### config.mk
export PLATFORM = sky130hd
export DESIGN_NAME = two_stage_bandpass_biquad_core_flat
export DESIGN_NICKNAME = d
export VERILOG_FILES = /design/src/sv/tsbq_pkg.sv /design/src/sv/tsbq_if.sv /design/src/sv/tsbq_cell.sv /design/src/sv/two_stage_bandpass_biquad_core.sv /design/src/flat_wrapper.sv
export SDC_FILE = /design/constraint.sdc
export NUM_CORES = 2
export LEC_CHECK = 0
export ABC_AREA = 1
export BUFFER_PORTS_ARGS = -buffer_cell sky130_fd_sc_hd__buf_2
export CAP_MARGIN = 20
export CORE_AREA = 2 2 379 381
export DETAILED_ROUTE_END_ITERATION = 10
export DIE_AREA = 0 0 381 383
export PLACE_DENSITY = 0.71
export SYNTH_ARGS = -nofsm -noshare
export SYNTH_HDL_FRONTEND = slang
export SYNTH_HIERARCHICAL = 1
export SYNTH_SLANG_ARGS = --single-unit
### constraint.sdc
create_clock -name clock -period 16 [get_ports clock]
set_input_delay 0.8 -clock clock [delete_from_list [all_inputs] [get_ports clock]]
set_output_delay 0.8 -clock clock [all_outputs]
set_load 0.01 [all_outputs]
### src/sv/tsbq_pkg.sv
`timescale 1ns / 1ps
// ----------------------------------------------------------------------------
// tsbq_pkg
// Shared types and constants of the two-stage bandpass biquad core.
// ----------------------------------------------------------------------------
package tsbq_pkg;

   localparam int SAMPLE_WIDTH   = 16;
   localparam int SAMPLE_FRAC    = 15;
   localparam int COEF_WIDTH     = 24;
   localparam int CSR_ADDR_WIDTH = 5;
   localparam int CSR_DATA_WIDTH = 32;

   typedef logic signed [SAMPLE_WIDTH-1:0] tsbq_sample_type;
   typedef logic signed [COEF_WIDTH-1:0]   tsbq_coef_type;
   typedef logic [2:0]                     tsbq_reg_index_type;

   // One stage's coefficient set, Q2.22 at the default fraction width
   typedef struct packed {
      tsbq_coef_type gain;
      tsbq_coef_type fb1;
      tsbq_coef_type fb2;
   } tsbq_coef_set_type;

   // Register indexes (byte address = 4 * index)
   localparam tsbq_reg_index_type REG_STAGE1_GAIN = 3'd0;
   localparam tsbq_reg_index_type REG_STAGE1_FB1  = 3'd1;
   localparam tsbq_reg_index_type REG_STAGE1_FB2  = 3'd2;
   localparam tsbq_reg_index_type REG_STAGE2_GAIN = 3'd3;
   localparam tsbq_reg_index_type REG_STAGE2_FB1  = 3'd4;
   localparam tsbq_reg_index_type REG_STAGE2_FB2  = 3'd5;

   localparam tsbq_sample_type SAMPLE_MAX = 16'sh7FFF;
   localparam tsbq_sample_type SAMPLE_MIN = -16'sh8000;

endpackage

### src/sv/tsbq_if.sv
`timescale 1ns / 1ps
// ----------------------------------------------------------------------------
// tsbq_req_if / tsbq_rsp_if
// Valid/ready channels for sample words into and out of the core.
// ----------------------------------------------------------------------------
interface tsbq_req_if;
   import tsbq_pkg::*;

   logic            valid;
   logic            ready;
   tsbq_sample_type sample_in;

   modport source (output valid, output sample_in, input ready);
   modport sink   (input valid, input sample_in, output ready);
endinterface

interface tsbq_rsp_if;
   import tsbq_pkg::*;

   logic            valid;
   logic            ready;
   tsbq_sample_type sample_out;

   modport source (output valid, output sample_out, input ready);
   modport sink   (input valid, input sample_out, output ready);
endinterface

### src/sv/tsbq_cell.sv
`timescale 1ns / 1ps
// ----------------------------------------------------------------------------
// tsbq_cell
// One direct-form-I bandpass biquad section with its own history and one
// multiplier; three products (gain, fb1, fb2) accumulate in turn.
// ----------------------------------------------------------------------------
module tsbq_cell #(
   parameter int IN_WIDTH       = 16,
   parameter int IN_FRAC        = 15,
   parameter int MID_WIDTH      = 24,
   parameter int COEF_FRAC_BITS = 22
) (
   input  logic                           clock,
   input  logic                           reset,
   input  logic                           in_valid,
   input  logic signed [IN_WIDTH-1:0]     in_data,
   input  tsbq_pkg::tsbq_coef_set_type    coefs,
   output logic                           out_valid,
   output logic signed [MID_WIDTH-1:0]    out_data
);
   import tsbq_pkg::*;

   localparam int MID_FRAC   = MID_WIDTH - 4;
   localparam int OP_WIDTH   = MID_WIDTH + 1;
   localparam int ALIGN_LSH  = (MID_FRAC >= IN_FRAC) ? MID_FRAC - IN_FRAC : 0;
   localparam int ALIGN_RSH  = (MID_FRAC <  IN_FRAC) ? IN_FRAC - MID_FRAC : 0;
   localparam int PROD_WIDTH = COEF_WIDTH + OP_WIDTH;
   localparam int ACC_WIDTH  = PROD_WIDTH + 2;

   localparam logic [1:0] PH_GAIN = 2'd0;
   localparam logic [1:0] PH_FB1  = 2'd1;
   localparam logic [1:0] PH_FB2  = 2'd2;
   localparam logic [1:0] PH_DONE = 2'd3;

   localparam logic signed [ACC_WIDTH-1:0] ROUND_BIAS =
      ACC_WIDTH'(1) << (COEF_FRAC_BITS - 1);
   localparam logic signed [ACC_WIDTH-1:0] MID_MAX =
      (ACC_WIDTH'(1) << (MID_WIDTH - 1)) - ACC_WIDTH'(1);
   localparam logic signed [ACC_WIDTH-1:0] MID_MIN = ~MID_MAX;

   logic signed [IN_WIDTH-1:0]   x1_ff, x2_ff;
   logic signed [MID_WIDTH-1:0]  y1_ff, y2_ff;
   logic                         busy_ff;
   logic [1:0]                   phase_ff;
   logic signed [OP_WIDTH-1:0]   op_ff, op_in;
   logic signed [OP_WIDTH-1:0]   in_ext, x2_ext, diff;
   logic signed [COEF_WIDTH-1:0] mul_coef;
   logic signed [OP_WIDTH-1:0]   mul_op;
   logic signed [PROD_WIDTH-1:0] prod_ff, prod_in;
   logic signed [ACC_WIDTH-1:0]  acc_ff, acc_sum, acc_shift;
   logic signed [MID_WIDTH-1:0]  result;
   logic                         out_valid_ff;
   logic signed [MID_WIDTH-1:0]  out_data_ff;

   // Input difference x - x[n-2], aligned to the intermediate fraction
   assign in_ext = OP_WIDTH'(in_data);
   assign x2_ext = OP_WIDTH'(x2_ff);
   assign diff   = in_ext - x2_ext;
   assign op_in  = (diff <<< ALIGN_LSH) >>> ALIGN_RSH;

   always_comb begin
      unique case (phase_ff)
         PH_GAIN: begin
            mul_coef = coefs.gain;
            mul_op   = op_ff;
         end
         PH_FB1: begin
            mul_coef = coefs.fb1;
            mul_op   = OP_WIDTH'(y1_ff);
         end
         PH_FB2: begin
            mul_coef = coefs.fb2;
            mul_op   = OP_WIDTH'(y2_ff);
         end
         PH_DONE: begin
            mul_coef = coefs.gain;
            mul_op   = op_ff;
         end
      endcase
   end

   assign prod_in   = mul_coef * mul_op;
   assign acc_sum   = acc_ff + ACC_WIDTH'(prod_ff);
   assign acc_shift = acc_sum >>> COEF_FRAC_BITS;

   always_comb begin
      priority if (acc_shift > MID_MAX) begin
         result = MID_MAX[MID_WIDTH-1:0];
      end else if (acc_shift < MID_MIN) begin
         result = MID_MIN[MID_WIDTH-1:0];
      end else begin
         result = acc_shift[MID_WIDTH-1:0];
      end
   end

   // Control and history
   always_ff @(posedge clock) begin
      if (reset) begin
         busy_ff      <= 1'b0;
         phase_ff     <= PH_GAIN;
         out_valid_ff <= 1'b0;
         x1_ff        <= '0;
         x2_ff        <= '0;
         y1_ff        <= '0;
         y2_ff        <= '0;
      end else begin
         out_valid_ff <= 1'b0;
         if (!busy_ff) begin
            if (in_valid) begin
               busy_ff  <= 1'b1;
               phase_ff <= PH_GAIN;
               x2_ff    <= x1_ff;
               x1_ff    <= in_data;
            end
         end else begin
            phase_ff <= phase_ff + 2'd1;
            if (phase_ff == PH_DONE) begin
               busy_ff      <= 1'b0;
               out_valid_ff <= 1'b1;
               y2_ff        <= y1_ff;
               y1_ff        <= result;
            end
         end
      end
   end

   // Datapath
   always_ff @(posedge clock) begin
      if (!busy_ff) begin
         if (in_valid) begin
            op_ff  <= op_in;
            acc_ff <= ROUND_BIAS;
         end
      end else begin
         unique case (phase_ff)
            PH_GAIN: prod_ff <= prod_in;
            PH_FB1, PH_FB2: begin
               prod_ff <= prod_in;
               acc_ff  <= acc_sum;
            end
            PH_DONE: out_data_ff <= result;
         endcase
      end
   end

   assign out_valid = out_valid_ff;
   assign out_data  = out_data_ff;

endmodule

### src/sv/two_stage_bandpass_biquad_core.sv
`timescale 1ns / 1ps
// ----------------------------------------------------------------------------
// two_stage_bandpass_biquad_core
// Two cascaded bandpass biquad cells on Q15 samples, Q15 rounded result.
// ----------------------------------------------------------------------------
//
//   Channel   Kind          Payload              Handshake
//   --------  ------------  -------------------  -----------------------------
//   req_chan  sample in     sample_in  (s16)     valid & ready
//   rsp_chan  sample out    sample_out (s16)     valid & ready, 2-word queue
//   csr_*     APB register  6 x 24-bit coefs     psel & penable & pwrite
//
// Flow: a word accepted on the input passes through stage one, then stage
// two, and its result lands in the output queue; the next word is taken
// only after that, and only while the queue has room. Each cell runs its
// three products through its single multiplier in turn.
// Reset clears the history of both cells, the coefficients and the queue.
// A stalled result sink does not hold the input side until both queue
// entries are full.
//
module two_stage_bandpass_biquad_core #(
   parameter int COEF_FRAC_BITS = 22,
   parameter int MID_WIDTH      = 24
) (
   input  logic                                clock,
   input  logic                                reset,
   tsbq_req_if.sink                            req_chan,
   tsbq_rsp_if.source                          rsp_chan,
   input  logic                                csr_psel,
   input  logic                                csr_penable,
   input  logic                                csr_pwrite,
   input  logic [tsbq_pkg::CSR_ADDR_WIDTH-1:0] csr_paddr,
   input  logic [tsbq_pkg::CSR_DATA_WIDTH-1:0] csr_pwdata,
   output logic [tsbq_pkg::CSR_DATA_WIDTH-1:0] csr_prdata,
   output logic                                csr_pready
);
   import tsbq_pkg::*;

   localparam int MID_FRAC = MID_WIDTH - 4;
   localparam int OUT_RSH  = (MID_FRAC > SAMPLE_FRAC) ? MID_FRAC - SAMPLE_FRAC : 0;
   localparam int OUT_LSH  = (MID_FRAC <= SAMPLE_FRAC) ? SAMPLE_FRAC - MID_FRAC : 0;
   localparam int ROUND_Q  = (1 << OUT_RSH) >> 1;
   localparam int Q_WIDTH  = MID_WIDTH + 2;

   localparam logic signed [Q_WIDTH-1:0] Q_MAX = Q_WIDTH'(SAMPLE_MAX);
   localparam logic signed [Q_WIDTH-1:0] Q_MIN = Q_WIDTH'(SAMPLE_MIN);

   // ---------------------------------------------------------------- config
   tsbq_coef_set_type  stage1_coefs_ff, stage2_coefs_ff;
   tsbq_reg_index_type csr_index;
   logic               csr_write;

   assign csr_index  = csr_paddr[4:2];
   assign csr_write  = csr_psel && csr_penable && csr_pwrite && csr_pready;
   assign csr_pready = 1'b1;

   always_ff @(posedge clock) begin
      if (reset) begin
         stage1_coefs_ff <= '0;
         stage2_coefs_ff <= '0;
      end else if (csr_write) begin
         unique case (csr_index)
            REG_STAGE1_GAIN: stage1_coefs_ff.gain <= csr_pwdata[COEF_WIDTH-1:0];
            REG_STAGE1_FB1:  stage1_coefs_ff.fb1  <= csr_pwdata[COEF_WIDTH-1:0];
            REG_STAGE1_FB2:  stage1_coefs_ff.fb2  <= csr_pwdata[COEF_WIDTH-1:0];
            REG_STAGE2_GAIN: stage2_coefs_ff.gain <= csr_pwdata[COEF_WIDTH-1:0];
            REG_STAGE2_FB1:  stage2_coefs_ff.fb1  <= csr_pwdata[COEF_WIDTH-1:0];
            REG_STAGE2_FB2:  stage2_coefs_ff.fb2  <= csr_pwdata[COEF_WIDTH-1:0];
            default: ;  // drop writes beyond the register list
         endcase
      end
   end

   // Read back zero-extended
   always_comb begin
      unique case (csr_index)
         REG_STAGE1_GAIN: csr_prdata = CSR_DATA_WIDTH'(unsigned'(stage1_coefs_ff.gain));
         REG_STAGE1_FB1:  csr_prdata = CSR_DATA_WIDTH'(unsigned'(stage1_coefs_ff.fb1));
         REG_STAGE1_FB2:  csr_prdata = CSR_DATA_WIDTH'(unsigned'(stage1_coefs_ff.fb2));
         REG_STAGE2_GAIN: csr_prdata = CSR_DATA_WIDTH'(unsigned'(stage2_coefs_ff.gain));
         REG_STAGE2_FB1:  csr_prdata = CSR_DATA_WIDTH'(unsigned'(stage2_coefs_ff.fb1));
         REG_STAGE2_FB2:  csr_prdata = CSR_DATA_WIDTH'(unsigned'(stage2_coefs_ff.fb2));
         default:         csr_prdata = '0;
      endcase
   end

   // ------------------------------------------------------------ cell chain
   logic                        busy_ff;
   logic [1:0]                  count_ff;
   logic                        req_take;
   logic                        mid_valid, fin_valid;
   logic signed [MID_WIDTH-1:0] mid_data, fin_data;

   // One word in flight at a time; only take it if the queue can hold it
   assign req_chan.ready = !busy_ff && (count_ff != 2'd2);
   assign req_take       = req_chan.valid && req_chan.ready;

   tsbq_cell #(
      .IN_WIDTH       (SAMPLE_WIDTH),
      .IN_FRAC        (SAMPLE_FRAC),
      .MID_WIDTH      (MID_WIDTH),
      .COEF_FRAC_BITS (COEF_FRAC_BITS)
   ) u_stage1 (
      .clock     (clock),
      .reset     (reset),
      .in_valid  (req_take),
      .in_data   (req_chan.sample_in),
      .coefs     (stage1_coefs_ff),
      .out_valid (mid_valid),
      .out_data  (mid_data)
   );

   // Stage two sees the stage-one output already in the intermediate format
   tsbq_cell #(
      .IN_WIDTH       (MID_WIDTH),
      .IN_FRAC        (MID_FRAC),
      .MID_WIDTH      (MID_WIDTH),
      .COEF_FRAC_BITS (COEF_FRAC_BITS)
   ) u_stage2 (
      .clock     (clock),
      .reset     (reset),
      .in_valid  (mid_valid),
      .in_data   (mid_data),
      .coefs     (stage2_coefs_ff),
      .out_valid (fin_valid),
      .out_data  (fin_data)
   );

   always_ff @(posedge clock) begin
      if (reset) begin
         busy_ff <= 1'b0;
      end else if (req_take) begin
         busy_ff <= 1'b1;
      end else if (fin_valid) begin
         busy_ff <= 1'b0;
      end
   end

   // ------------------------------------------------- round to Q15, saturate
   logic signed [Q_WIDTH-1:0] fin_ext, q_wide;
   tsbq_sample_type           q_sat;

   assign fin_ext = Q_WIDTH'(fin_data);
   assign q_wide  = ((fin_ext + Q_WIDTH'(ROUND_Q)) >>> OUT_RSH) <<< OUT_LSH;

   always_comb begin
      priority if (q_wide > Q_MAX) begin
         q_sat = SAMPLE_MAX;
      end else if (q_wide < Q_MIN) begin
         q_sat = SAMPLE_MIN;
      end else begin
         q_sat = q_wide[SAMPLE_WIDTH-1:0];
      end
   end

   // ---------------------------------------------------- two-word out queue
   tsbq_sample_type queue_ff [2];
   logic            wr_ptr_ff, rd_ptr_ff;
   logic            push, pop;

   assign push = fin_valid;
   assign pop  = rsp_chan.valid && rsp_chan.ready;

   always_ff @(posedge clock) begin
      if (reset) begin
         wr_ptr_ff <= 1'b0;
         rd_ptr_ff <= 1'b0;
         count_ff  <= 2'd0;
      end else begin
         if (push) begin
            wr_ptr_ff <= !wr_ptr_ff;
         end
         if (pop) begin
            rd_ptr_ff <= !rd_ptr_ff;
         end
         unique case ({push, pop})
            2'b10:   count_ff <= count_ff + 2'd1;
            2'b01:   count_ff <= count_ff - 2'd1;
            default: count_ff <= count_ff;
         endcase
      end
   end

   always_ff @(posedge clock) begin
      if (push) begin
         queue_ff[wr_ptr_ff] <= q_sat;
      end
   end

   assign rsp_chan.valid      = (count_ff != 2'd0);
   assign rsp_chan.sample_out = queue_ff[rd_ptr_ff];

endmodule

### src/flat_wrapper.sv
// flat-port wrapper written by rule: the top's interface ports become plain ports
module two_stage_bandpass_biquad_core_flat import tsbq_pkg::*;
#(
   parameter int COEF_FRAC_BITS = 22,
   parameter int MID_WIDTH      = 24
)
  (clock, reset, csr_psel, csr_penable, csr_pwrite, csr_paddr, csr_pwdata, csr_prdata, csr_pready, req_chan_valid, req_chan_sample_in, req_chan_ready, rsp_chan_valid, rsp_chan_sample_out, rsp_chan_ready);
  tsbq_req_if req_chan_i ();
  tsbq_rsp_if rsp_chan_i ();
  input  logic clock;
  input  logic reset;
  input  logic csr_psel;
  input  logic csr_penable;
  input  logic csr_pwrite;
  input  logic [tsbq_pkg::CSR_ADDR_WIDTH-1:0] csr_paddr;
  input  logic [tsbq_pkg::CSR_DATA_WIDTH-1:0] csr_pwdata;
  output logic [tsbq_pkg::CSR_DATA_WIDTH-1:0] csr_prdata;
  output logic csr_pready;
  input wire logic [$bits(req_chan_i.valid)-1:0] req_chan_valid;
  input wire logic [$bits(req_chan_i.sample_in)-1:0] req_chan_sample_in;
  output wire logic [$bits(req_chan_i.ready)-1:0] req_chan_ready;
  output wire logic [$bits(rsp_chan_i.valid)-1:0] rsp_chan_valid;
  output wire logic [$bits(rsp_chan_i.sample_out)-1:0] rsp_chan_sample_out;
  input wire logic [$bits(rsp_chan_i.ready)-1:0] rsp_chan_ready;
  assign req_chan_i.valid = req_chan_valid;
  assign req_chan_i.sample_in = req_chan_sample_in;
  assign req_chan_ready = req_chan_i.ready;
  assign rsp_chan_valid = rsp_chan_i.valid;
  assign rsp_chan_sample_out = rsp_chan_i.sample_out;
  assign rsp_chan_i.ready = rsp_chan_ready;
  two_stage_bandpass_biquad_core #(.COEF_FRAC_BITS(COEF_FRAC_BITS), .MID_WIDTH(MID_WIDTH)) u_core (.clock(clock), .reset(reset), .req_chan(req_chan_i), .rsp_chan(rsp_chan_i), .csr_psel(csr_psel), .csr_penable(csr_penable), .csr_pwrite(csr_pwrite), .csr_paddr(csr_paddr), .csr_pwdata(csr_pwdata), .csr_prdata(csr_prdata), .csr_pready(csr_pready));
endmodule
### Word-level counts from Yosys, hierarchy flattened

Memories as Yosys holds them, arrays and structs flattened. A register that Yosys moved wholly into a read port is not among the register bits.
Index checks and enable logic that the tools add are counted.

* register bits after elaboration: 626
* bits in writable memories: 32
* output and inout bits: 51
* word-level logic and storage cells: 142
* memories kept: 1

* add/subtract/negate cells: 9
* multiply operators: 2
* magnitude comparators: 6
* eq/ne operators: 16
* mux-type cells: 36
* bitwise logic cells: 2
* reduce and logical (&&, ||, !) cells: 38

Memory list
* u_core.queue_ff: depth 2, width 16, rd ports 1, clocked after Yosys merged registers in 1, write ports 1, RTL line two_stage_bandpass_biquad_core.sv:157 `tsbq_sample_type queue_ff [2];`

Operator list (count)
* $mux W51: 6
* $pmux W25 S3: 2
* $pmux W24 S3: 2
* $pmux W24 S6: 1
* $add A51 B49 Y51: 2
* $mul A24 B25 Y49: 2
* $mux W24: 4
* $gt A29 B24 Y1 const B: 2
* $lt A29 B24 Y1 const B: 2
* $mux W16: 2
* $reduce_and A2 Y1: 14
* $add A24 B6 Y25 const B: 1
* $sub A24 B24 Y25: 1
* $gt A20 B16 Y1 const B: 1
* $lt A20 B16 Y1 const B: 1
* $sub A16 B16 Y17: 1
* $mux W1: 14
* $reduce_or A2 Y1: 6
* $eq A2 B2 Y1 const B: 5
* $reduce_bool A2 Y1: 5
* $mux W2: 4
* $add A2 B1 Y2 const B: 3
* $eq A2 B1 Y1 const B: 3
* $eq A3 B2 Y1 const B: 2
* other kinds (12): 23

### Depth between registers and ports, before layout

* depth in word-level cells: 5
* depth in mapped cells: 39

### By module

The synthesis kept the hierarchy.

By module, submodules not included
* tsbq_cell at u_core.u_stage2: times used 1, cells each 4300, area an instance 35741.8 um2, sequential area each 6476.2 um2
* tsbq_cell at u_core.u_stage1: times used 1, cells each 4076, area an instance 33782.4 um2, sequential area each 5915.7 um2
* two_stage_bandpass_biquad_core: times used 1, cells each 1047, area an instance 8061.5 um2, sequential area each 3963.8 um2

### Worst setup path before layout

OpenSTA, ideal clock, no wires.

* path type: register -> register
* start: register u_core.u_stage1.phase_ff[0]
* end: register u_core.u_stage1.prod_ff[48] (data pin)
* arrival: 8.047 ns
* data required time: 15.738 ns
* slack: 7.690 ns
* stages on the path, launching flop included: 34
* cells stage by stage: dfxtp_1 > inv_1 > ha_1 > clkbuf_1 > nand2_1 > nand2_1 > o22ai_1 > clkbuf_1 > clkbuf_1 > nor2_1 > fa_1 > fa_1 > inv_1 > fa_1 > inv_1 > fa_1 > fa_1 > fa_1 > inv_1 > fa_1 > inv_1 > ha_1 > nand2_1 > nor2_1 > inv_1 > nor3_1 > inv_1 > nor2_1 > nand3_1 > nand3_1 > nand2_1 > o211ai_1 > a21oi_1 > xor2_1

* word-level cells in the longest chain between the ends: 4
* elaborated cells between the ends (all ways): 8
* those cells by class: mul: 1; eq/ne: 3; mux: 2; reduce/logical: 2

RTL lines
* start: declaration: RTL line tsbq_cell.sv:44 `logic [1:0] phase_ff;`
* start signal: assignment: RTL line tsbq_cell.sv:116 `phase_ff <= phase_ff + 2'd1;`
* $eq A2 B2 Y1 or $logic_not A2 Y1 (tied branches): RTL line tsbq_cell.sv:62 `unique case (phase_ff)`
* $reduce_or A2 Y1 (no line)
* $pmux W24 S3 or $pmux W25 S3 (tied branches): RTL line tsbq_cell.sv:62
* $mul A24 B25 Y49 (*): RTL line tsbq_cell.sv:82 `assign prod_in = mul_coef * mul_op;`
* named net u_core.u_stage1.prod_in[48]: RTL line tsbq_cell.sv:49 `logic signed [PROD_WIDTH-1:0] prod_ff, prod_in;`
* end signal: assignment: RTL line tsbq_cell.sv:136 `PH_GAIN: prod_ff <= prod_in;`
* end signal: assignment: RTL line tsbq_cell.sv:138 `prod_ff <= prod_in;`
* end: declaration: RTL line tsbq_cell.sv:49

The timed path passes the listed nets; every way through them passes the cells marked *.
A chain may end at the register's enable or synchronous reset.

### Final worst setup path

* start: register u_core.u_stage1.phase_ff[1]
* end: register u_core.u_stage1.prod_ff[43] (data pin)

Same word-level chain as after synthesis.

==> reports/results.tsv <==
stage	metric	value	unit
clock_network	cts-stage hold buffer count	0	
final_layout	post-synthesis to final-layout area growth	6.55	%
logic_synthesis	Synth Area per Inst	8.22	um2
clock_network	buffer cell driving the clock tree root	clkbuf_16	
global_route	global-route wire length before repair	370000	um
clock_network	cts bufs inserted	71	
final_layout	post-route insts no fill	11371	
sta	Max Clk Rate	97.0	MHz
clock_network	total clock sinks	652	
sta	unrepaired setup endpoints after global routing	false	
final_layout	net count of the finished layout	11120	
final_layout	final design instance area without fill	82500	um2
die	height of the chip	383	um
outcome	result of the run	finished, final reports clean	
drt	detailed-routing iteration count for the pre-antenna-repair pass	8	
setup_path	most used cell, CP	fa_1	
drt	vias after detailed routing	63024	
placement	total placed instance area	80000	um2
die	Initial Utilization	54.5	%
setup_path	CP Class	reg -> reg	
flow_run	max-capacitance violation count	0	
pwr	power per cell area	121	nW/um2
placement	cell count after placement	11222	
clock_network	H-tree depth reported by CTS	3	
die	die area	146000	um2
placement	DP Wirelength	187000	um
global_route	overflow left after global routing	0	
clock_network	register clock-pin slew on the reported worst setup and hold paths	60	ps
drt	average wire length per cell after detail routing	20.9	um
sta	Relative slew margins	22.2	%
sta	final max-slew violation count	0	
drt	total detailed-routing wirelength	237000	um
global_route	via count of the first global-routing pass	64335	
global_route	largest net degree at the start of global routing	82	
clock_network	number of gates resized after cts	0	
drt	antenna violation net count after detailed routing	0	
final_layout	sequential cell area	16200	um2
sta	final setup violation count	0	
logic_synthesis	cell count after synthesis	9419	
logic_synthesis	Synth Warn #	6	
die	area of the core region	142000	um2
setup_path	Data required, critical path	16400	ps
setup_path	launching element type of the critical path	flop	
sta	total count of hold-check failures in the final report	0	
sta	period utilisation layout	64.4	%
sta	clock skew after layout	40.9	ps
min_path	worst hold path type	in -> reg	
global_route	antenna violations before repair	29	
logic_synthesis	post-synthesis cell area	77500	um2
setup_path	library cell contributing the largest single delay on the critical path	nor2_2	
final_layout	fraction of final layout cells with drive strength greater than 1	6.34	%
sta	slew at the pin closest to its max-slew limit	1170	ps
drt	count of unresolved DRC violations after routing	0	
sta	min cycle time layout	10310	ps
setup_path	kind of end point of the critical path	flop	
placement	port bufs	91	
final_layout	Filler cells	12922	
pwr	worst vdd rail ir drop	0.766	mV
final_layout	area used by multi-input combinational logic	52600	um2
die	die span in x	381	um
drt	detail-routed via count per cell	5.54	
die	I/O pin count	111	
setup_path	Crit Path Max Fanout	26	
clock_network	clk_lat worst skew	670	ps
die	Cell Rows	139	
clock_network	# Post-CTS Setup Buffers	0	
global_route	GRT Resource Usage Total	33.1	%
clock_network	buffer depth of the longest clock path	3	
drt	DRC violation total after the first TritonRoute iteration	6000	
pwr	leak pwr	0.0405	uW
setup_path	largest incremental delay on the critical path	720	ps
sta	final sum of negative setup slack	0	ps
placement	Routability Congestion	1.02	
setup_path	arrival time of the worst setup path	10700	ps
clock_network	clock tree from TritonCTS	built	
## per-stage QoR
stage	hold slack (ps)	power, uW	util [%]	setup slack (ps)
2_1_floorplan	426	6330	-	7690
3_3_place_gp	443	8140	56.2	5980
3_5_place_dp	441	8180	56.2	5990
4_1_cts	355	9970	58.0	5920
5_1_grt	375	10800	58.0	5220
6_report	399	9950	58.0	5690
## final cells by class
class                   instances  share of cell area (%)
clock buffers                  99                    2.51
flip-flops and latches        652                    19.7
multi-input cells            6486                    63.7
clock inverters                33                   0.494
well taps                    1903                    2.88
repair buffers                222                    1.81
inverters                    1961                    8.92
diodes                         15                  0.0455
## sequential cells by signal (all words and copies together), names as in the netlist, 25 cells and up, named ones only
name / count
u_core/queue_ff: 32
u_core/stage2_coefs_ff: 72
u_core/u_stage2/op_ff: 25
u_core/stage1_coefs_ff: 72
u_core/u_stage2/prod_ff: 49
u_core/u_stage1/acc_ff: 51
u_core/u_stage1/prod_ff: 49
u_core/u_stage2/acc_ff: 51
## cell usage in the layout (no fill, tap or decap), drive strengths merged, types with 2 or more instances in the layout
master   instances
nand2         2221
inv           1950
fa            1247
nor2          1054
a21oi          495
ha             419
dfxtp          334
o21ai          324
edfxtp         318
buf            222
nand3          145
xor2           130
clkbuf          99
xnor2           77
a221o           44
nor3            41
a31oi           39
clkinv          38
o21bai          34
nand4           31
o211ai          30
a221oi          20
a21o            19
mux2            16
diode           15
o22ai           15
o21a            10
a21boi          10
or2              9
conb             9
a22oi            8
a22o             8
nor4             6
bufinv           5
a31o             5
a211oi           5
nand3b           3
and2             3
o2111ai          3
o31ai            2
## power breakdown
| part | switching, uW | internal, uW |
|---|---|---|
| registers | 67.5 | 2050 |
| logic | 4050 | 2040 |
| clock network | 737 | 1010 |
## worst paths after layout
path                          startpoint                     endpoint  slack, ps  cells after the start
max reg2reg  u_core/u_stage1/phase_ff[1]  u_core/u_stage1/prod_ff[43]       5690                     30
max          u_core/u_stage1/phase_ff[1]  u_core/u_stage1/prod_ff[43]       5690                     30
min                req_chan_sample_in[5]     u_core/u_stage1/x1_ff[5]        400                      3
min reg2reg    u_core/u_stage2/x2_ff[14]    u_core/u_stage2/x2_ff[14]        460                      2
## per-layer routing
metal	global-route usage (%)	part of all wire (%)	vias up
met5	0	0.019	-
met4	18.6	6.7	8
met3	6.15	8.7	731
met2	53.5	46	2802
met1	41.9	38	31001
li1	-	-	28482
## critical path: cells and delay by family, from the launching register on
kind / cells / cell delay [ps]
AO/OA/AOI/OAI: 3 / 990
buffers and inverters: 8 / 2080
adder cells (fa/ha/maj): 9 / 4670
flip-flops: 1 / 390
AND/OR/NAND/NOR: 10 / 1900
Note: power is estimated with default switching activity, not from simulation.
